$ cat src/rtl/modular_square_root_macros.svh
// ----------------------------------------------------------------------------
// Assertion macros for the modular square root block
// Shared concurrent assertion forms.
// ----------------------------------------------------------------------------
`ifndef MODULAR_SQUARE_ROOT_MACROS_SVH
`define MODULAR_SQUARE_ROOT_MACROS_SVH

// implication checked every cycle out of reset
`define MSR_ASSERT_IMP(label, clk, rst_n, ante, cons) \
  label: assert property (@(posedge clk) disable iff (!rst_n) (ante) |-> (cons)) \
    else $error("assertion failed");

// next-cycle implication
`define MSR_ASSERT_NXT(label, clk, rst_n, ante, cons) \
  label: assert property (@(posedge clk) disable iff (!rst_n) (ante) |=> (cons)) \
    else $error("assertion failed");

`endif

$ cat src/rtl/msr_pkg.sv
// ----------------------------------------------------------------------------
// msr_pkg
// Types and constants for the modular square root block.
// ----------------------------------------------------------------------------
package msr_pkg;

  localparam int unsigned FieldWidth    = 32;
  localparam int unsigned NrSearchLimit = 1024;

  typedef struct packed {
    logic start;
  } msr_mul_ctl_t;

endpackage

$ cat src/rtl/msr_mulmod.sv
// ----------------------------------------------------------------------------
// msr_mulmod
// Bit-serial modular multiplier: one bit of b per cycle, double-and-add.
// ----------------------------------------------------------------------------
module msr_mulmod import msr_pkg::*; #(
  parameter int unsigned W = 32
) (
  input  logic         clk_i,
  input  logic         rst_ni,
  input  msr_mul_ctl_t ctl_i,
  input  logic [W-1:0] a_i,
  input  logic [W-1:0] b_i,
  input  logic [W-1:0] m_i,
  output logic         done_o,
  output logic [W-1:0] p_o
);

  localparam int unsigned CW = $clog2(W + 1);

  logic [W-1:0]  acc_q, acc_d, b_q, b_d;
  logic [CW-1:0] cnt_q, cnt_d;
  logic          run_q, run_d, done_q, done_d;
  logic [W:0]    dbl, dbl_r, add, add_r;

  always_comb begin
    dbl   = {acc_q, 1'b0};
    dbl_r = (dbl >= {1'b0, m_i}) ? dbl - {1'b0, m_i} : dbl;
    add   = dbl_r + {1'b0, a_i};
    add_r = (add >= {1'b0, m_i}) ? add - {1'b0, m_i} : add;
    acc_d  = acc_q;
    b_d    = b_q;
    cnt_d  = cnt_q;
    run_d  = run_q;
    done_d = 1'b0;
    if (ctl_i.start) begin
      acc_d = '0;
      b_d   = b_i;
      cnt_d = CW'(W);
      run_d = 1'b1;
    end else if (run_q) begin
      acc_d = b_q[W-1] ? add_r[W-1:0] : dbl_r[W-1:0];
      b_d   = {b_q[W-2:0], 1'b0};
      cnt_d = cnt_q - 1'b1;
      if (cnt_q == CW'(1)) begin
        run_d  = 1'b0;
        done_d = 1'b1;
      end
    end
  end

  always_ff @(posedge clk_i or negedge rst_ni) begin
    if (!rst_ni) begin
      run_q  <= 1'b0;
      done_q <= 1'b0;
      cnt_q  <= '0;
    end else begin
      run_q  <= run_d;
      done_q <= done_d;
      cnt_q  <= cnt_d;
    end
  end

  always_ff @(posedge clk_i) begin
    acc_q <= acc_d;
    b_q   <= b_d;
  end

  assign done_o = done_q;
  assign p_o    = acc_q;

endmodule

$ cat src/rtl/modular_square_root.sv
// ----------------------------------------------------------------------------
// modular_square_root
// Tonelli-Shanks modular square root over one bit-serial modular multiplier.
// ----------------------------------------------------------------------------
// channel  dir  handshake               payload
// in       in   in_valid_i / in_stall_o  residue_i, modulus_i
// out      out  out_valid_o / out_stall_i root_o, no_root_o
// One item at a time. Each modular multiply runs bit-serially in the
// shared multiplier; an item costs a few hundred multiplies (exponentiations,
// non-residue search, squaring loop). The reduction n mod p runs bit-serially.
// Reset clears all control; the result register holds while out_stall_i.
// ----------------------------------------------------------------------------
module modular_square_root import msr_pkg::*; #(
  parameter int unsigned MOD_WIDTH = 32
) (
  input  logic                  clk_i,
  input  logic                  rst_ni,
  input  logic                  in_valid_i,
  output logic                  in_stall_o,
  input  logic [FieldWidth-1:0] residue_i,
  input  logic [FieldWidth-1:0] modulus_i,
  output logic                  out_valid_o,
  input  logic                  out_stall_i,
  output logic [FieldWidth-1:0] root_o,
  output logic                  no_root_o
);

`include "modular_square_root_macros.svh"

  localparam int unsigned W  = MOD_WIDTH;
  localparam int unsigned EW = W + 1;
  localparam int unsigned CW = $clog2(W + 2);
  localparam int unsigned SW = $clog2(W + 1);

  localparam logic [4:0] S_IDLE  = 5'd0;
  localparam logic [4:0] S_RED   = 5'd1;
  localparam logic [4:0] S_DISP  = 5'd2;
  localparam logic [4:0] S_PINIT = 5'd3;
  localparam logic [4:0] S_PSTEP = 5'd4;
  localparam logic [4:0] S_PMUL  = 5'd5;
  localparam logic [4:0] S_PSQ   = 5'd6;
  localparam logic [4:0] S_EULER = 5'd7;
  localparam logic [4:0] S_FACT  = 5'd8;
  localparam logic [4:0] S_ZTEST = 5'd9;
  localparam logic [4:0] S_CPOW  = 5'd10;
  localparam logic [4:0] S_TPOW  = 5'd11;
  localparam logic [4:0] S_RPOW  = 5'd12;
  localparam logic [4:0] S_LOOP  = 5'd13;
  localparam logic [4:0] S_SQ    = 5'd14;
  localparam logic [4:0] S_BSQ   = 5'd15;
  localparam logic [4:0] S_CUPD  = 5'd16;
  localparam logic [4:0] S_TUPD  = 5'd17;
  localparam logic [4:0] S_RUPD  = 5'd18;
  localparam logic [4:0] S_CHK   = 5'd19;
  localparam logic [4:0] S_OUT   = 5'd20;
  localparam logic [4:0] S_Q3    = 5'd21;

  // return points of the shared power routine
  localparam logic [2:0] R_EULER = 3'd0;
  localparam logic [2:0] R_ZTEST = 3'd1;
  localparam logic [2:0] R_CPOW  = 3'd2;
  localparam logic [2:0] R_TPOW  = 3'd3;
  localparam logic [2:0] R_RPOW  = 3'd4;
  localparam logic [2:0] R_Q3    = 3'd5;

  logic [4:0]    st_q, st_d;
  logic [2:0]    ret_q, ret_d;
  logic [W-1:0]  n_q, n_d, p_q, p_d, nraw_q, nraw_d;
  logic [W-1:0]  q_q, q_d, z_q, z_d, c_q, c_d, t_q, t_d, r_q, r_d, b_q, b_d;
  logic [W-1:0]  sq_q, sq_d, acc_q, acc_d, base_q, base_d;
  logic [EW-1:0] e_q, e_d;
  logic [SW-1:0] s_q, s_d, m_q, m_d, i_q, i_d, j_q, j_d;
  logic [CW-1:0] cnt_q, cnt_d;
  logic [W-1:0]  rem_q, rem_d;
  logic          vld_q, vld_d, fail_q, fail_d;
  logic [FieldWidth-1:0] root_q, root_d;
  logic [FieldWidth-1:0] out_root_q, out_root_d;
  logic          out_fail_q, out_fail_d;

  msr_mul_ctl_t  mctl;
  logic [W-1:0]  ma, mb, mp;
  logic          mdone;

  msr_mulmod #(.W(W)) u_mul (
    .clk_i (clk_i), .rst_ni(rst_ni), .ctl_i(mctl),
    .a_i   (ma), .b_i(mb), .m_i(p_q), .done_o(mdone), .p_o(mp)
  );

  logic [W:0]   rsh;
  logic [W-1:0] half, pm1;
  logic         mbusy_q, mbusy_d;

  assign pm1  = p_q - 1'b1;
  assign half = pm1 >> 1;

  always_comb begin
    st_d = st_q; ret_d = ret_q; n_d = n_q; p_d = p_q; nraw_d = nraw_q;
    q_d = q_q; z_d = z_q; c_d = c_q; t_d = t_q; r_d = r_q; b_d = b_q;
    sq_d = sq_q; acc_d = acc_q; base_d = base_q; e_d = e_q;
    s_d = s_q; m_d = m_q; i_d = i_q; j_d = j_q; cnt_d = cnt_q; rem_d = rem_q;
    vld_d = vld_q; fail_d = fail_q; root_d = root_q; mbusy_d = mbusy_q;
    out_root_d = out_root_q; out_fail_d = out_fail_q;
    mctl = '0; ma = '0; mb = '0;
    rsh = {rem_q, nraw_q[W-1]};
    if (vld_q && !out_stall_i) vld_d = 1'b0;

    unique case (st_q)
      S_IDLE: begin
        if (in_valid_i) begin
          nraw_d = W'(residue_i);
          p_d    = W'(modulus_i);
          rem_d  = '0;
          cnt_d  = CW'(W);
          fail_d = 1'b0;
          root_d = '0;
          st_d   = S_RED;
        end
      end
      S_RED: begin
        // restoring reduction of n by p, one bit a cycle
        rem_d  = (rsh >= {1'b0, p_q}) ? W'(rsh - {1'b0, p_q}) : rsh[W-1:0];
        nraw_d = {nraw_q[W-2:0], 1'b0};
        cnt_d  = cnt_q - 1'b1;
        if (cnt_q == CW'(1)) st_d = S_DISP;
      end
      S_DISP: begin
        n_d = rem_q;
        if (p_q == '0) begin
          fail_d = 1'b1; st_d = S_OUT;
        end else if (p_q == W'(2)) begin
          root_d = FieldWidth'(rem_q[0]); st_d = S_OUT;
        end else if (rem_q == '0) begin
          st_d = S_OUT;
        end else begin
          base_d = rem_q; e_d = EW'(half); ret_d = R_EULER; st_d = S_PINIT;
        end
      end
      // shared power: acc = base^e mod p, LSB first
      S_PINIT: begin
        acc_d = W'(1); st_d = S_PSTEP;
      end
      S_PSTEP: begin
        if (e_q == '0) begin
          unique case (ret_q)
            R_EULER: st_d = S_EULER;
            R_ZTEST: st_d = S_ZTEST;
            R_CPOW:  st_d = S_CPOW;
            R_TPOW:  st_d = S_TPOW;
            R_RPOW:  st_d = S_RPOW;
            R_Q3:    st_d = S_Q3;
            default: st_d = S_OUT;
          endcase
        end else if (e_q[0]) begin
          st_d = S_PMUL;
        end else begin
          st_d = S_PSQ;
        end
      end
      S_PMUL: begin
        ma = acc_q; mb = base_q;
        if (!mbusy_q) begin
          mctl.start = 1'b1; mbusy_d = 1'b1;
        end else if (mdone) begin
          acc_d = mp; mbusy_d = 1'b0; st_d = S_PSQ;
        end
      end
      S_PSQ: begin
        ma = base_q; mb = base_q;
        if (!mbusy_q) begin
          mctl.start = 1'b1; mbusy_d = 1'b1;
        end else if (mdone) begin
          base_d = mp; mbusy_d = 1'b0; e_d = e_q >> 1; st_d = S_PSTEP;
        end
      end
      S_EULER: begin
        if (acc_q != W'(1)) begin
          fail_d = 1'b1; st_d = S_OUT;
        end else if (p_q[1:0] == 2'b11) begin
          base_d = n_q; e_d = EW'(p_q >> 2) + 1'b1; ret_d = R_Q3; st_d = S_PINIT;
        end else begin
          q_d = pm1; s_d = '0; st_d = S_FACT;
        end
      end
      S_FACT: begin
        if (!q_q[0]) begin
          q_d = q_q >> 1; s_d = s_q + 1'b1;
        end else begin
          z_d = W'(2);
          if (p_q <= W'(2)) begin
            fail_d = 1'b1; st_d = S_OUT;
          end else begin
            base_d = W'(2); e_d = EW'(half); ret_d = R_ZTEST; st_d = S_PINIT;
          end
        end
      end
      S_ZTEST: begin
        if (acc_q == pm1) begin
          base_d = z_q; e_d = EW'(q_q); ret_d = R_CPOW; st_d = S_PINIT;
        end else if ((EW'(z_q) + 1'b1 >= EW'(p_q)) ||
                     (EW'(z_q) + 1'b1 >= EW'(NrSearchLimit))) begin
          fail_d = 1'b1; st_d = S_OUT;
        end else begin
          z_d = z_q + 1'b1; base_d = z_q + 1'b1; e_d = EW'(half);
          st_d = S_PINIT;
        end
      end
      S_CPOW: begin
        c_d = acc_q; base_d = n_q; e_d = EW'(q_q); ret_d = R_TPOW; st_d = S_PINIT;
      end
      S_TPOW: begin
        t_d = acc_q; base_d = n_q; e_d = EW'(q_q >> 1) + 1'b1;
        ret_d = R_RPOW; st_d = S_PINIT;
      end
      S_RPOW: begin
        r_d = acc_q; m_d = s_q; st_d = S_LOOP;
      end
      S_LOOP: begin
        if (t_q == W'(1)) begin
          st_d = S_CHK;
        end else begin
          i_d = '0; sq_d = t_q; st_d = S_SQ;
        end
      end
      S_SQ: begin
        if (i_q >= m_q) begin
          fail_d = 1'b1; st_d = S_OUT;
        end else if (sq_q == W'(1)) begin
          b_d = c_q; j_d = '0; st_d = S_BSQ;
        end else begin
          ma = sq_q; mb = sq_q;
          if (!mbusy_q) begin
            mctl.start = 1'b1; mbusy_d = 1'b1;
          end else if (mdone) begin
            sq_d = mp; i_d = i_q + 1'b1; mbusy_d = 1'b0;
          end
        end
      end
      S_BSQ: begin
        if (32'(j_q) + 32'd1 >= 32'(m_q) - 32'(i_q)) begin
          m_d = i_q; st_d = S_CUPD;
        end else begin
          ma = b_q; mb = b_q;
          if (!mbusy_q) begin
            mctl.start = 1'b1; mbusy_d = 1'b1;
          end else if (mdone) begin
            b_d = mp; j_d = j_q + 1'b1; mbusy_d = 1'b0;
          end
        end
      end
      S_CUPD: begin
        ma = b_q; mb = b_q;
        if (!mbusy_q) begin
          mctl.start = 1'b1; mbusy_d = 1'b1;
        end else if (mdone) begin
          c_d = mp; mbusy_d = 1'b0; st_d = S_TUPD;
        end
      end
      S_TUPD: begin
        ma = t_q; mb = c_q;
        if (!mbusy_q) begin
          mctl.start = 1'b1; mbusy_d = 1'b1;
        end else if (mdone) begin
          t_d = mp; mbusy_d = 1'b0; st_d = S_RUPD;
        end
      end
      S_RUPD: begin
        ma = r_q; mb = b_q;
        if (!mbusy_q) begin
          mctl.start = 1'b1; mbusy_d = 1'b1;
        end else if (mdone) begin
          r_d = mp; mbusy_d = 1'b0; st_d = S_LOOP;
        end
      end
      S_Q3: begin
        r_d = acc_q; st_d = S_CHK;
      end
      S_CHK: begin
        ma = r_q; mb = r_q;
        if (!mbusy_q) begin
          mctl.start = 1'b1; mbusy_d = 1'b1;
        end else if (mdone) begin
          mbusy_d = 1'b0;
          if (mp == n_q) root_d = FieldWidth'(r_q);
          else fail_d = 1'b1;
          st_d = S_OUT;
        end
      end
      S_OUT: begin
        if (!vld_q || !out_stall_i) begin
          vld_d      = 1'b1;
          out_root_d = fail_q ? '0 : root_q;
          out_fail_d = fail_q;
          st_d       = S_IDLE;
        end
      end
      default: st_d = S_IDLE;
    endcase
  end

  always_ff @(posedge clk_i or negedge rst_ni) begin
    if (!rst_ni) begin
      st_q    <= S_IDLE;
      vld_q   <= 1'b0;
      mbusy_q <= 1'b0;
      cnt_q   <= '0;
      ret_q   <= R_EULER;
    end else begin
      st_q    <= st_d;
      vld_q   <= vld_d;
      mbusy_q <= mbusy_d;
      cnt_q   <= cnt_d;
      ret_q   <= ret_d;
    end
  end

  always_ff @(posedge clk_i) begin
    n_q <= n_d; p_q <= p_d; nraw_q <= nraw_d; q_q <= q_d; z_q <= z_d;
    c_q <= c_d; t_q <= t_d; r_q <= r_d; b_q <= b_d; sq_q <= sq_d;
    acc_q <= acc_d; base_q <= base_d; e_q <= e_d; s_q <= s_d; m_q <= m_d;
    i_q <= i_d; j_q <= j_d; rem_q <= rem_d; fail_q <= fail_d; root_q <= root_d;
    out_root_q <= out_root_d; out_fail_q <= out_fail_d;
  end

  assign in_stall_o  = (st_q != S_IDLE);
  assign out_valid_o = vld_q;
  assign root_o      = out_root_q;
  assign no_root_o   = out_fail_q;

  `MSR_ASSERT_NXT(a_out_hold, clk_i, rst_ni, out_valid_o && out_stall_i,
                  out_valid_o && $stable(root_o) && $stable(no_root_o))
  `MSR_ASSERT_IMP(a_fail_zero, clk_i, rst_ni, out_valid_o && no_root_o, root_o == '0)
  `MSR_ASSERT_IMP(a_mul_idle, clk_i, rst_ni, st_q == S_IDLE, !mbusy_q)

endmodule

$ cat config.mk
export PLATFORM = sky130hd
export DESIGN_NAME = modular_square_root
export DESIGN_NICKNAME = d
export VERILOG_FILES = /design/src/rtl/msr_pkg.sv /design/src/rtl/msr_mulmod.sv /design/src/rtl/modular_square_root.sv
export VERILOG_INCLUDE_DIRS = /design/src /design/src/rtl
export SDC_FILE = /design/constraint.sdc
export NUM_CORES = 2
export LEC_CHECK = 0
export BUFFER_PORTS_ARGS = -buffer_cell sky130_fd_sc_hd__buf_2
export CELL_PAD_IN_SITES_DETAIL_PLACEMENT = 1
export CELL_PAD_IN_SITES_GLOBAL_PLACEMENT = 1
export CORE_MARGIN = 5
export CORE_UTILIZATION = 52
export CTS_BUF_LIST = sky130_fd_sc_hd__clkbuf_4 sky130_fd_sc_hd__clkbuf_8
export DETAILED_ROUTE_END_ITERATION = 6
export GPL_TIMING_DRIVEN = 0
export PLACE_DENSITY = 0.84
export SYNTH_ARGS = -nofsm -noshare
export SYNTH_HDL_FRONTEND = slang
export SYNTH_SLANG_ARGS = --single-unit
$ cat constraint.sdc
create_clock -name clk_i -period 9.7 [get_ports clk_i]
set_input_delay 1.94 -clock clk_i [delete_from_list [all_inputs] [get_ports clk_i]]
set_output_delay 1.94 -clock clk_i [all_outputs]
set_load 0.02 [all_outputs]
==> results.sh <==
export IMPL_status="complete, but fails checks"
export IMPL_violations="DRC, capacitance limit, slew limit"
export IMPL_ios=103
export IMPL_slew_violations=30
export IMPL_gp_congestion=1.050
export IMPL_pwr_share_comb_pct=64.1
export IMPL_cts_tree="built"
export IMPL_vias_per_cell=7.083
export IMPL_fin_util_pct=59.40
export IMPL_synth_edf_count=570
export IMPL_yosys_most_used_dff="edfxtp_1"
export IMPL_yosysWarnings=0
export IMPL_synth_distinct_cells=87
export IMPL_synth_cells=4372
export IMPL_grt_use_met2_pct=62.64
export IMPL_seq_power_share_pct=23.6
export IMPL_drtPass1Iterations=7
export IMPL_critical_path_class="reg -> reg"
export IMPL_row_count=103
export IMPL_initial_core_util_pct=52.47
export IMPL_cp_end_kind="flip-flop"
export IMPL_finClkSkew_ps=61.38
export IMPL_p_sw_share_pct=52.91
export IMPL_drive_above_1_share_pct=12.33
export IMPL_grt_pass1_vias=40240
export IMPL_worstPathArrival_ps=10230
export IMPL_worstPathRequired_ps=10330
export IMPL_maxCapViolations=3
export IMPL_cts_root_buffer="clkbuf_8"
export IMPL_intPower_mw=9.768
export IMPL_hold_class="reg -> reg"
export IMPL_grt_pass1_wl_mm=271.5
export IMPL_min_period_ps=9593
export IMPL_cts_sinks=626
export IMPL_drt_wirelength_per_cell_um=33.34
export IMPL_grt_busiest_layer="met2"
export IMPL_insertion_delay_ps=810
export IMPL_startpoint_type="flip-flop"
export IMPL_multiInputGateArea_um2=21970
export IMPL_cts_hold_buf=0
export IMPL_drc_errors=4
export IMPL_drt_total_wl_mm=194.2
export IMPL_die_h_um=292.3
export IMPL_dr_total_vias=41260
export IMPL_syn_nets=4634
export IMPL_vdd_drop_max_v=0.0003903
export IMPL_path_clk_slew_ps=80
export IMPL_num_fill_cells=9029
export IMPL_relSlewSlack_pct=-4.158
export IMPL_p_clk_share_pct=12.3
export IMPL_net_switching_power_mw=10.98
export IMPL_hold_viol=0
export IMPL_crit_fanout=10
export IMPL_drt_iter0_markers=6624
export IMPL_grt_max_degree=65
export IMPL_syn_area_per_cell_um2=9.481
export IMPL_critical_path_slowest_cell="edfxtp_1"
export IMPL_tightest_slew_ps=1557
export IMPL_design_die_area_um2=85460
export IMPL_grt_util_met1_pct=53.86
export IMPL_nets=4941
export IMPL_cpPeakStageDelay_ps=790
export IMPL_async_flop_share_pct=3.834
export IMPL_leakagePower_nw=17.58
export IMPL_antenna_found_initial=11
export IMPL_overflow=0
export IMPL_syn_cell_area_um2=41450
export IMPL_regArea_um2=18360
export IMPL_io_buffers=102
export IMPL_cts_htree_levels=3
export IMPL_setup_viol=0
export IMPL_grt_total_usage_pct=42.64
export IMPL_core_area_um2=79000
export IMPL_dp_hpwl_mm=142.9
export IMPL_clockBufferDepth=3
export IMPL_yosysSeqAreaShare_pct=44.29
export IMPL_chipWidth_um=292.3
export IMPL_tns_ps=0
export IMPL_cts_buffers=109
export IMPL_grt_use_met3_pct=13.67
export IMPL_fin_crit_sh_pct=98.89
export IMPL_ant_nets=0
export IMPL_fmax_ghz=0.1042
export IMPL_ys_seq_elements=626
export IMPL_p_per_area_nw_per_um2=442.1
export IMPL_area_growth_syn_to_layout_pct=13.20
-- repair_timing --
item,in CTS,in global routing
resized for setup,41,61
endpoints found under the setup margin,32,32
buffers inserted,18,63
pin swaps,3,7
-- registers in the layout, indices dropped and copies added (netlist names), 6 cells and up --
signal       flops
p_q             32
u_mul.p_o       32
u_mul.b_q       32
c_q             32
sq_q            32
rem_q           32
j_q              6
base_q          32
b_q             32
q_q             32
root_q          32
cnt_q            6
s_q              6
root_o          32
n_q             32
z_q             32
acc_q           32
m_q              6
nraw_q          32
i_q              6
e_q             32
t_q             32
u_mul.cnt_q      6
r_q             32
-- layout make-up --
cell class	count	share of cell area [%]
plain buffers	262	2.272
well taps	1050	2.800
clock buffers	160	4.080
clock inverters	42	0.5493
diodes	5	0.02667
inverters	121	1.112
multi-input cells	3353	46.82
repair buffers	206	3.221
flip-flops and latches	626	39.12
-- worst max-delay path: cells and delay by family, from the launching register on --
family,cells,cell delay [ps]
adder cells (fa/ha/maj),3,1430
AO/OA/AOI/OAI,12,3370
flip-flops,1,790
AND/OR/NAND/NOR,10,2650
XOR/XNOR,1,220
buffers and inverters,3,980
-- synth_stat cells, drive strengths merged (37+ instances only) --
master  number  area [um2]
o21ai      255        1276
o31ai       40       300.3
nor2       372        1396
ha         189        2365
nand4       88       578.1
nor2b       72       450.4
a22oi       91       683.2
buf         41       191.4
edfxtp     570       17120
a211oi      53       397.9
a21o        59       442.9
a21oi      208        1049
mux2        57       641.9
inv        121       454.2
and2        90       563.0
nand2b      38       237.7
nor3        74       385.4
and3        37       231.5
a221oi      65       569.3
nand3      163       820.8
xnor2      218        1917
xor2       115        1007
nor4        63       451.7
clkbuf     231       867.1
a31oi       54       337.8
nand2      580        2177
-- final timing paths --
path | from | end | slack (ps) | cells past startpoint
worst max-delay path | p_q[22] | u_mul.p_o[24] | 110 | 29
worst min-delay path | cnt_q[4] | cnt_q[4] | 480 | 1
worst max register to register | p_q[22] | u_mul.p_o[24] | 110 | 29
worst min register to register | cnt_q[4] | cnt_q[4] | 480 | 1
max in group asynchronous | rst_ni | u_mul.cnt_q[5] | 7770 | 1
min in group asynchronous | rst_ni | cnt_q[0] | 1290 | 1
-- power groups by stage --
| stage | Sequential [mW] | Combinational, mW | Clock [mW] |
|---|---|---|---|
| after floorplan | 4.40 | 8.04 | 0 |
| after global placement | 4.85 | 11.7 | 0 |
| after detailed placement | 4.83 | 12.1 | 0 |
| after CTS | 4.79 | 12.4 | 2.50 |
| after global routing | 4.86 | 14.0 | 2.65 |
| final | 4.89 | 13.3 | 2.55 |
-- routing by layer --
layer | vias to the layer above | routed length (um)
met5 | - | 183
met4 | 10 | 17400
met3 | 983 | 27630
met2 | 3484 | 80470
met1 | 19930 | 68520
li1 | 16850 | -
-- logic make-up after synthesis --
kind of cell             synth area share [%]
multiplexers                            1.959
XOR/XNOR                                7.434
adder cells (fa/ha/maj)                 5.946
AND/OR/NAND/NOR                         19.46
buffers and inverters                   3.649
flip-flops                              44.29
AO/OA/AOI/OAI                           17.27
-- placed cells by master (no fill, tap or decap), types with 51 or more instances in the layout --
cell type,n
xor2_1,113
nor2b_1,72
a22oi_1,91
a31oi_1,51
nand2_1,578
and2_1,87
clkbuf_1,210
nor2_1,369
ha_1,185
buf_4,91
edfxtp_1,570
mux2_2,57
nor4_1,55
buf_2,120
nand3_1,160
nand4_1,85
a21oi_1,196
clkbuf_8,114
a221oi_1,65
a21o_1,58
o21ai_0,242
xnor2_1,211
nor3_1,67
clkbuf_4,52
inv_1,100
-- per-stage QoR --
step	hold WS, ps	worst slack [ps]	cell area (um2)	cells	power [mW]
2_1_floorplan	438.0	1699	41450	4372	12.44
3_3_place_gp	451.7	-1666	43280	5524	16.56
5_1_grt	521.5	-71.89	46920	5822	21.50
4_1_cts	470.2	0.1341	46180	5762	19.68
6_report	480.8	107.3	46920	5825	20.75
3_5_place_dp	464.4	-1744	43750	5546	16.88
(Power assumes the default switching activity.)
